File: src/design/ebgc_pkg.sv
package ebgc_pkg;

   localparam int unsigned POS_WIDTH  = 16;
   localparam int unsigned TIME_WIDTH = 32;
   localparam int unsigned CFG_WIDTH  = 16;
   localparam int unsigned CSR_INDEX_WIDTH = 2;

   localparam logic [CFG_WIDTH-1:0] HOLD_THRESHOLD_RESET = 16'd800;
   localparam logic [CFG_WIDTH-1:0] DOUBLE_WINDOW_RESET  = 16'd300;

   // Action codes reported per request.
   typedef enum logic [2:0] {
      ACT_NONE   = 3'd0,
      ACT_CW     = 3'd1,
      ACT_CCW    = 3'd2,
      ACT_SINGLE = 3'd3,
      ACT_DOUBLE = 3'd4,
      ACT_HOLD   = 3'd5
   } action_type;

   // Configuration register indexes.
   typedef enum logic [CSR_INDEX_WIDTH-1:0] {
      CSR_HOLD_THRESHOLD = 2'd0,
      CSR_DOUBLE_WINDOW  = 2'd1
   } csr_index_type;

   typedef struct packed {
      logic [CFG_WIDTH-1:0] hold_threshold_ms;
      logic [CFG_WIDTH-1:0] double_click_window_ms;
   } cfg_type;

   typedef struct packed {
      logic signed [POS_WIDTH-1:0] previous_position;
      logic                        button_was_down;
      logic [TIME_WIDTH-1:0]       press_start_time;
      logic                        hold_reported;
      logic [TIME_WIDTH-1:0]       pending_click_time;
   } state_type;

endpackage

File: src/design/ebgc_csr.sv
module ebgc_csr
   import ebgc_pkg::*;
(
   input  logic                       clock,
   input  logic                       reset,
   input  logic                       csr_valid,
   output logic                       csr_ready,
   input  logic [CSR_INDEX_WIDTH-1:0] csr_index,
   input  logic [CFG_WIDTH-1:0]       csr_wdata,
   output cfg_type                    cfg
);

   cfg_type cfg_ff;
   cfg_type cfg_in;

   // Users write only while idle (not enforced); writes are always taken.
   assign csr_ready = 1'b1;

   always_comb begin
      cfg_in = cfg_ff;
      if (csr_valid && csr_ready) begin
         case (csr_index)
            CSR_HOLD_THRESHOLD: cfg_in.hold_threshold_ms      = csr_wdata;
            CSR_DOUBLE_WINDOW:  cfg_in.double_click_window_ms = csr_wdata;
            default:            cfg_in = cfg_ff;
         endcase
      end
   end

   always_ff @(posedge clock) begin
      if (reset) begin
         cfg_ff.hold_threshold_ms      <= HOLD_THRESHOLD_RESET;
         cfg_ff.double_click_window_ms <= DOUBLE_WINDOW_RESET;
      end else begin
         cfg_ff <= cfg_in;
      end
   end

   assign cfg = cfg_ff;

endmodule

File: src/design/ebgc_classify.sv
module ebgc_classify
   import ebgc_pkg::*;
(
   input  state_type                   state,
   input  cfg_type                     cfg,
   input  logic signed [POS_WIDTH-1:0] encoder_position,
   input  logic                        button_down,
   input  logic [TIME_WIDTH-1:0]       now_ms,
   output action_type                  action,
   output state_type                   state_next
);

   logic [TIME_WIDTH-1:0] hold_thr;
   logic [TIME_WIDTH-1:0] dbl_win;
   logic [TIME_WIDTH-1:0] press_len;
   logic [TIME_WIDTH-1:0] since_click;
   logic [TIME_WIDTH-1:0] since_click_new;
   logic [TIME_WIDTH-1:0] since_press_new;
   state_type             st;
   action_type            act;
   logic                  done;

   assign hold_thr = {{(TIME_WIDTH-CFG_WIDTH){1'b0}}, cfg.hold_threshold_ms};
   assign dbl_win  = {{(TIME_WIDTH-CFG_WIDTH){1'b0}}, cfg.double_click_window_ms};

   // Differences against the stored times, all wrapping modulo 2^32.
   assign press_len   = now_ms - state.press_start_time;
   assign since_click = now_ms - state.pending_click_time;

   always_comb begin
      st   = state;
      act  = ACT_NONE;
      done = 1'b0;
      since_click_new = '0;
      since_press_new = '0;
      if (encoder_position != state.previous_position) begin
         act  = (encoder_position > state.previous_position) ? ACT_CW : ACT_CCW;
         st.previous_position = encoder_position;
         done = 1'b1;
      end else begin
         if (button_down && !state.button_was_down) begin
            st.press_start_time = now_ms;
            st.button_was_down  = 1'b1;
            st.hold_reported    = 1'b0;
         end else if (!button_down && state.button_was_down) begin
            st.button_was_down = 1'b0;
            if (press_len < hold_thr) begin
               if (since_click < dbl_win) begin
                  st.pending_click_time = '0;
                  act  = ACT_DOUBLE;
                  done = 1'b1;
               end else begin
                  st.pending_click_time = now_ms;
               end
            end
         end
         since_click_new = now_ms - st.pending_click_time;
         since_press_new = now_ms - st.press_start_time;
         if (!done) begin
            if ((st.pending_click_time != '0) && (since_click_new > dbl_win) &&
                !button_down) begin
               st.pending_click_time = '0;
               act = ACT_SINGLE;
            end else if (button_down && !st.hold_reported &&
                         (since_press_new > hold_thr)) begin
               st.hold_reported = 1'b1;
               act = ACT_HOLD;
            end
         end
      end
   end

   assign action     = act;
   assign state_next = st;

endmodule

File: src/design/encoder_button_gesture_classifier_core.sv
// An accepted request is classified from the input register and its result is offered from the result register.
// Throughput: one request per clock cycle, limited only by rsp_stall backpressure.
// One classification pass between the input register and the result register
// sets the rate; the gesture state is updated in the same cycle as the result.
// Reset (synchronous, active high) clears the gesture state, empties both
// pipeline registers and loads the thresholds with 800 ms and 300 ms.
module encoder_button_gesture_classifier_core
   import ebgc_pkg::*;
(
   input  logic                        clock,
   input  logic                        reset,

   input  logic                        req_valid,
   output logic                        req_stall,
   input  logic signed [POS_WIDTH-1:0] req_encoder_position,
   input  logic                        req_button_down,
   input  logic [TIME_WIDTH-1:0]       req_now_ms,

   output logic                        rsp_valid,
   input  logic                        rsp_stall,
   output logic [2:0]                  rsp_action,

   input  logic                        csr_valid,
   output logic                        csr_ready,
   input  logic [CSR_INDEX_WIDTH-1:0]  csr_index,
   input  logic [CFG_WIDTH-1:0]        csr_wdata
);

   // Configuration registers.
   cfg_type cfg;

   ebgc_csr u_csr (
      .clock     (clock),
      .reset     (reset),
      .csr_valid (csr_valid),
      .csr_ready (csr_ready),
      .csr_index (csr_index),
      .csr_wdata (csr_wdata),
      .cfg       (cfg)
   );

   // Input register stage. A request sits here until the result register
   // can take its classification.
   logic                        in_valid_ff;
   logic                        in_valid_in;
   logic signed [POS_WIDTH-1:0] in_pos_ff;
   logic                        in_down_ff;
   logic [TIME_WIDTH-1:0]       in_now_ms_ff;

   logic       out_valid_ff;
   logic       out_valid_in;
   action_type out_action_ff;

   state_type  state_ff;
   state_type  state_in;
   state_type  state_next;
   action_type action;

   logic advance;
   logic req_take;

   // The input stage moves forward when the result register is empty or is
   // being emptied this cycle.
   assign advance   = in_valid_ff && (!out_valid_ff || !rsp_stall);
   assign req_stall = in_valid_ff && !advance;
   assign req_take  = req_valid && !req_stall;

   assign in_valid_in  = req_take || (in_valid_ff && !advance);
   assign out_valid_in = advance || (out_valid_ff && rsp_stall);

   ebgc_classify u_classify (
      .state            (state_ff),
      .cfg              (cfg),
      .encoder_position (in_pos_ff),
      .button_down      (in_down_ff),
      .now_ms           (in_now_ms_ff),
      .action           (action),
      .state_next       (state_next)
   );

   // The gesture state only changes when a request is actually classified,
   // so a stalled request is never counted twice.
   assign state_in = advance ? state_next : state_ff;

   always_ff @(posedge clock) begin
      if (reset) begin
         in_valid_ff  <= 1'b0;
         out_valid_ff <= 1'b0;
         state_ff     <= '0;
      end else begin
         in_valid_ff  <= in_valid_in;
         out_valid_ff <= out_valid_in;
         state_ff     <= state_in;
      end
   end

   always_ff @(posedge clock) begin
      if (req_take) begin
         in_pos_ff    <= req_encoder_position;
         in_down_ff   <= req_button_down;
         in_now_ms_ff <= req_now_ms;
      end
      if (advance) begin
         out_action_ff <= action;
      end
   end

   assign rsp_valid  = out_valid_ff;
   assign rsp_action = out_action_ff;

   // The gesture state holds whenever no request is being classified.
   a_state_holds: assert property (@(posedge clock) disable iff (reset)
      !advance |=> $stable(state_ff))
      else $error("gesture state changed without a classified request");

   // A reported hold marks the current press as already reported.
   a_hold_marked: assert property (@(posedge clock) disable iff (reset)
      advance && (action == ACT_HOLD) |=> state_ff.hold_reported)
      else $error("hold reported but not recorded");

   // A rotation records the new encoder count.
   a_rotation_tracked: assert property (@(posedge clock) disable iff (reset)
      advance && ((action == ACT_CW) || (action == ACT_CCW))
      |=> state_ff.previous_position == $past(in_pos_ff))
      else $error("rotation did not update previous position");

   // A classified request always lands in the result register.
   a_result_loaded: assert property (@(posedge clock) disable iff (reset)
      advance |=> out_valid_ff)
      else $error("classified request lost");

   // Backpressure on the input only comes from a full, stalled result register.
   a_stall_source: assert property (@(posedge clock) disable iff (reset)
      req_stall |-> (in_valid_ff && out_valid_ff && rsp_stall))
      else $error("input stalled without downstream backpressure");

endmodule

File: config.mk
export PLATFORM = sky130hd
export DESIGN_NAME = encoder_button_gesture_classifier_core
export DESIGN_NICKNAME = d
export VERILOG_FILES = /design/src/design/ebgc_pkg.sv /design/src/design/ebgc_csr.sv /design/src/design/ebgc_classify.sv /design/src/design/encoder_button_gesture_classifier_core.sv
export SDC_FILE = /design/constraint.sdc
export NUM_CORES = 1
export LEC_CHECK = 0
export BUFFER_PORTS_ARGS = -buffer_cell sky130_fd_sc_hd__buf_2
export CORE_UTILIZATION = 64
export DETAILED_ROUTE_END_ITERATION = 16
export PLACE_DENSITY = 0.8
export SETUP_SLACK_MARGIN = 0.2
export SLEW_MARGIN = 20
export SYNTH_ARGS = -nofsm -noshare
export SYNTH_HDL_FRONTEND = slang
export SYNTH_SLANG_ARGS = --single-unit
File: constraint.sdc
create_clock -name clock -period 12.2 [get_ports clock]
set_clock_uncertainty 0.15 [all_clocks]
set_input_delay 0.61 -clock clock [delete_from_list [all_inputs] [get_ports clock]]
set_output_delay 0.61 -clock clock [all_outputs]
set_load 0.005 [all_outputs]
Word level (Yosys, flattened, before mapping)
Index checks and enable logic that the tools add are counted.
{"block": "word_totals", "reg_bits": 168, "in_bits": 72, "out_inout_bits": 6, "word_cells": 80}
{"block": "classes", "add_sub_neg": 4, "order_cmp": 5, "n_eq_ne": 2, "mux": 27, "bitwise_logic": 1, "reduce_logical": 28}
{"op": "two-way mux 32 bit", "n": 6}
{"op": "subtractor 32 bit", "n": 4}
{"op": "two-way mux 33 bit", "n": 3}
{"op": "greater-than comparator 32 x 16 -> 1 bit", "n": 2}
{"op": "< comparator 32 x 16 -> 1 bit", "n": 2}
{"op": "nonzero test 32 bit", "n": 1}
{"op": "two-way mux 3 bit", "n": 8}
{"op": "greater-than comparator 16 bit", "n": 1}
{"op": "inequality test 16 bit", "n": 1}
{"op": "logical AND 1 bit", "n": 10}
{"op": "two-way mux 1 bit", "n": 9}
{"op": "AND reduction 2 bit", "n": 4}
{"op": "zero test 1 bit", "n": 7}
{"op": "logical OR 1 bit", "n": 3}
{"op": "AND reduction 3 bit", "n": 1}
{"op": "equality test 2 x 1 -> 1 bit (second input constant)", "n": 1}
{"op": "zero test 2 bit", "n": 1}
{"op": "two-way mux 2 bit", "n": 1}
{"op": "nonzero test 2 bit", "n": 1}
{"op": "inverter 1 bit", "n": 1}

Longest topological paths before layout
{"block": "depth", "depth_word": 14, "ltp_mapped": 48, "ltp_nobuf": 46}

Cells and area by module
From an unflattened synthesis, not the netlist that was laid out.
{"block": "hier_totals", "cells_unflattened": 2391, "area_unflattened_um2": 18901.9}
{"mod": "ebgc_classify", "n_inst": 1, "cells_per_inst": 1844, "area_per_inst_um2": 12185.4, "seq_area_each_um2": 0.0}
{"mod": "encoder_button_gesture_classifier_core", "n_inst": 1, "cells_per_inst": 417, "area_per_inst_um2": 5376.4, "seq_area_each_um2": 3243.1}
{"mod": "ebgc_csr", "n_inst": 1, "cells_per_inst": 130, "area_per_inst_um2": 1340.0, "seq_area_each_um2": 640.6}

Worst setup path after synthesis
OpenSTA, ideal clock, no wires.
{"block": "synth_timing", "path_type": "flip-flop to flip-flop", "startpoint": "register in_now_ms_ff[1]", "endpoint": "register out_action_ff[0], in the netlist rsp_action[0], data pin", "setup_ns": 0.259, "arrival_time_ns": 8.513, "required_ns": 11.791, "path_slack_ns": 3.278, "path_stages_with_launch": 44, "path_buffers": 1, "period_less_slack_ns": 8.922, "path_cell_list": "edfxtp_1 > ha_1 > nor2b_1 > o31a_1 > o2111a_1 > o2111a_1 > or2_2 > xor2_1 > ha_1 > o21ai_0 > nor2_1 > nor3_1 > o2111ai_1 > nor4_1 > nand3_1 > nor3b_1 > nand4_1 > nor4b_4 > [... 8 more ...] > a21o_1 > a21oi_1 > o21bai_1 > a21oi_1 > o21bai_1 > a21oi_1 > xnor2_1 > ha_1 > a21o_1 > a21oi_1 > o211ai_1 > a2111oi_0 > nand4_1 > a2111oi_0 > and4_1 > and3b_1 > nor3_1 > o31a_1"}
{"block": "synth_via", "elab_chain_cells": 14, "word_cells_on_any_way": 31, "classes_between": "add/sub (4); order compare (4); mux (19); reduce/logical (4)"}
{"item": "start: declaration", "line": "encoder_button_gesture_classifier_core.sv:48", "text": "logic [TIME_WIDTH-1:0] in_now_ms_ff;"}
{"item": "start signal: assignment", "line": "encoder_button_gesture_classifier_core.sv:101", "text": "in_now_ms_ff <= req_now_ms;"}
{"item": "subtractor 32 bit", "line": "ebgc_classify.sv:28", "text": "assign since_click = now_ms - state.pending_click_time;"}
{"item": "< comparator 32 x 16 -> 1 bit", "line": "ebgc_classify.sv:48", "text": "if (since_click < dbl_win) begin"}
{"item": "two-way mux 32 bit", "line": "ebgc_classify.sv:48"}
{"item": "two-way mux 32 bit", "line": "ebgc_classify.sv:47", "text": "if (press_len < hold_thr) begin"}
{"item": "two-way mux 32 bit", "line": "ebgc_classify.sv:45", "text": "end else if (!button_down && state.button_was_down) begin"}
{"item": "two-way mux 32 bit", "line": "ebgc_classify.sv:41", "text": "if (button_down && !state.button_was_down) begin"}
{"item": "two-way mux 32 bit", "line": "ebgc_classify.sv:36", "text": "if (encoder_position != state.previous_position) begin"}
{"item": "subtractor 32 bit", "line": "ebgc_classify.sv:57", "text": "since_click_new = now_ms - st.pending_click_time;"}
{"item": "greater-than comparator 32 x 16 -> 1 bit", "line": "ebgc_classify.sv:60", "text": "if ((st.pending_click_time != '0) && (since_click_new > dbl_win) &&"}
{"item": "logical AND 1 bit (2 in a row)", "line": "ebgc_classify.sv:60"}
{"item": "two-way mux 3 bit", "line": "ebgc_classify.sv:60"}
{"item": "two-way mux 3 bit (*)", "line": "ebgc_classify.sv:59", "text": "if (!done) begin"}
{"item": "two-way mux 3 bit (*)", "line": "ebgc_classify.sv:36"}
{"item": "net action[0]", "line": "encoder_button_gesture_classifier_core.sv:57", "text": "action_type action;"}
{"item": "end signal: assignment", "line": "encoder_button_gesture_classifier_core.sv:104", "text": "out_action_ff <= action;"}
{"item": "end: declaration", "line": "encoder_button_gesture_classifier_core.sv:52", "text": "action_type out_action_ff;"}
The timed path passes the listed nets; every way through them passes the cells marked *. The select of a mux whose other input is x is not followed.
A chain may end at the register's enable or synchronous reset.

Final worst setup path
Same ends and word-level chain as after synthesis.

==> results.md <==
* Most frequent CP cell: sky130_fd_sc_hd__ha_1
* Capturing element type of the critical path: register
* Master of the slowest instance on the critical path: sky130_fd_sc_hd__a2111oi_0
* Master cell of the clock root buffer: sky130_fd_sc_hd__clkbuf_16
* Total negative slack for setup checks at 0 ns
* Cell types occupying the most area after synthesis: sky130_fd_sc_hd__ha_1, sky130_fd_sc_hd__dfxtp_1, sky130_fd_sc_hd__edfxtp_1
* Most used DFF post-synth: sky130_fd_sc_hd__dfxtp_1
* Wire length of the first global-routing pass at 79,600 um
* Startpoint of the most critical setup path: in_now_ms_ff[1]
* Vertical die dimension at 162 um
* Die ar. at 26,100 um2
* Achievable frequency at 0.0937 GHz
* Top Metal Used: met4
* Run status: finished clean
* # H-tree levels at 4
* Number of input and output port buffers inserted at 76
* Critical path's top delay family: simple AND/OR/NAND/NOR gates
* Startpoint type of the worst setup path: register
* Pwr Density at 94.7 nW/um2
* Setup repair after global routing missed its margin: no
* Share of layout cells above drive strength 1 at 7.36%
* Commonest non-fill, non-tap cell in the layout: sky130_fd_sc_hd__nand2_1
* Post-CTS Setup Inserts at 0
* Worst-margin pin slew at 1.14 ns
* Setup violation total in the final timing report at 0
* Chip width at 162 um
* Wire length on met3 at 4070 um
* Post-synth net total at 2,383
* Highest net fanout along the worst path at 27
* CTS tree: done
* Data arrival time of the worst path at 10.71 ns
* Highest-count cells in the layout ignoring fill and taps: sky130_fd_sc_hd__nand2_1, sky130_fd_sc_hd__ha_1, sky130_fd_sc_hd__a21oi_1
* Clock latency on the worst-skew pair at 0.45 ns
* Design Power at 1650 uW
* Type of the most critical hold path: in -> reg
* Share of synthesized area occupied by flip-flops and latches at 23.8%
* Clock tree sinks at 168
* Worst hold-check slack at 0.181 ns
* Synthesized cell area at 16,300 um2
* Average cell area after synthesis at 7.76 um2
* Vias in the first global route at 15,300
* I/O pin count at 78
* Area of all sequential standard cells at 3880 um2
* Non-filler instance count after layout at 2,476
* Placeable core region at 25,100 um2
* Fillers at 2,129
* Beginning of the worst register-to-register path: in_now_ms_ff[1]
* Peak VDD IR at 0.0000888 V
* Critical path required time at 12.24 ns
* Wire length on met2 at 23,400 um
* Combined area of the multi-input logic cells at 11,500 um2
* Antenna-violating nets left at 0
* Estimated wirelength of the detail-placed design at 39,900 um
* Starting DRC count in detailed routing at 1,723
* Unique cell type count in the Yosys netlist at 92
* Routability congestion estimate at 1.03
* Delay of the slowest critical-path stage at 0.71 ns
* Number of cell rows at 58
* Fin. max-slew vios at 0
* Detailed-routing iteration count for the pre-antenna-repair pass at 6
* Count of hold-fix buffers inserted at cts at 0
* Clock tree buffer depth at 2
* Total DRC errors in the routed layout at 0
* Net count reported at finish at 2,415
* Flops & latches, synth at 168
* Yosys warning total at 0
* Origin of the worst min-delay path: req_encoder_position[2]
* Final hold viol count at 0
* Most area-hungry cell type in the Yosys netlist: sky130_fd_sc_hd__ha_1
* Antenna Cells at 0
* Number of antenna violations at the first check in global routing at 0
* Min Clock Period, post-route at 10.67 ns
* Setup slack, reg-to-reg at 1.53 ns
* Cell Count Post-Placement at 2,444
* # resized after CTS at 0
* Per-cell routed wire length at 20.5 um
* Detailed-route vias per instance at 6.61
* Residual overflow from global routing at 0
* Leakage power of the design at 0.00675 uW
* DR vias at 16,400
* Slew Limit Headroom at 23.8%
* Post-Synthesis Cells at 2,101
* MaxCap Viol Count at 0
* Share of the cycle needed by the critical path after routing at 87.4%
* Overall fraction of global-route tracks in use at 38.6%
* Area grow syn2layout at 7.17%
* Starting Density at 64.9%
* Aggregate routed wire length at 50,800 um
* Clock edge transition at the registers on the reported setup and hold paths at 0.08 ns
* Number of CTS-inserted buffers at 17
* EDFF count, synth at 52
* Share of the synthesized area in the top cell type at 15.8%
* Path type of the worst setup path: reg -> reg
* Fraction of registers with async set/reset at 0%
* CP Buf/Inv Count at 1
* Met1 Routed Length at 21,100 um
* Pin count of the biggest net entering global routing at 64
flip-flops by register name, summed over array words and instances (netlist names):
name          flops
state_ff         82
u_csr.cfg        32
in_now_ms_ff     32
in_pos_ff        16
rsp_valid         1
rsp_action        3
in_down_ff        1
in_valid_ff       1
final timing paths:
| check | end | cells after the start |
|---|---|---|
| setup / recovery | rsp_action[0] | 37 |
| hold / removal | in_pos_ff[2] | 1 |
| setup reg to reg | rsp_action[0] | 37 |
| hold reg to reg | state_ff[77] | 2 |
worst reg2reg max path, delay by kind of cell, from the launching register on:
kind,cells,cell delay [ns]
AOI/OAI and AO/OA,12,3.52
xor gates and xnor gates,2,0.24
adders and majority gates,4,1.27
buffers and inverters,1,0.41
DFF,1,0.70
and+or+nand+nor,18,4.12
cells in the mapped netlist, drive strengths merged (32+ instances only):
master / n
clkbuf: 50
o21ai: 128
nor4: 32
edfxtp: 52
o21a: 42
a31oi: 45
a21oi: 198
nand4: 41
inv: 153
nor2: 185
nand2: 235
a21o: 51
mux2i: 42
a211oi: 54
nand3: 50
dfxtp: 116
ha: 206
xnor2: 47
through the flow:
stage	cell area (um2)	utilization, %	setup WS (ns)
floorplan	16300	-	3.28
global placement	16900	67.2	2.04
detailed placement	16900	67.2	1.80
CTS	17500	69.5	1.74
global route	17500	69.6	1.07
finish	17500	69.6	1.53
metal layers:
metal	track usage, %	up-vias
li1	-	7787
met1	49.6	7675
met2	63.9	754
met3	6.32	151
met4	16.7	0
met5	0	-
kinds of logic (layout without fill, tap and decap cells):
logic type | count (synthesis) | after routing | share of synthesized area (%)
compound gates | 670 | 670 | 26.7
xor+xnor | 76 | 76 | 4.08
fa+ha+maj | 210 | 210 | 16.3
buf+inv | 229 | 274 | 5.59
flops | 168 | 168 | 23.8
mux | 45 | 45 | 2.79
other cells | 1 | 1 | 0.0230
simple gates | 702 | 702 | 20.7
layout make-up:
class	instances	share of cell area (%)
Sequential cell	168	22.2
Timing Repair Buffer	89	2.74
Clock inverter	15	0.895
Multi-Input combinational cell	1704	66.0
Tap cell	330	2.36
Inverter	153	3.29
Clock buffer	17	2.44
where the power goes:
group	total [uW]	leakage, uW	internal, uW	switching [uW]
Combinational	484	0.00503	190	293
Sequential	620	0.00145	594	25.4
Clock	550	0.000279	274	276
Power figures use the tool's default switching activity.
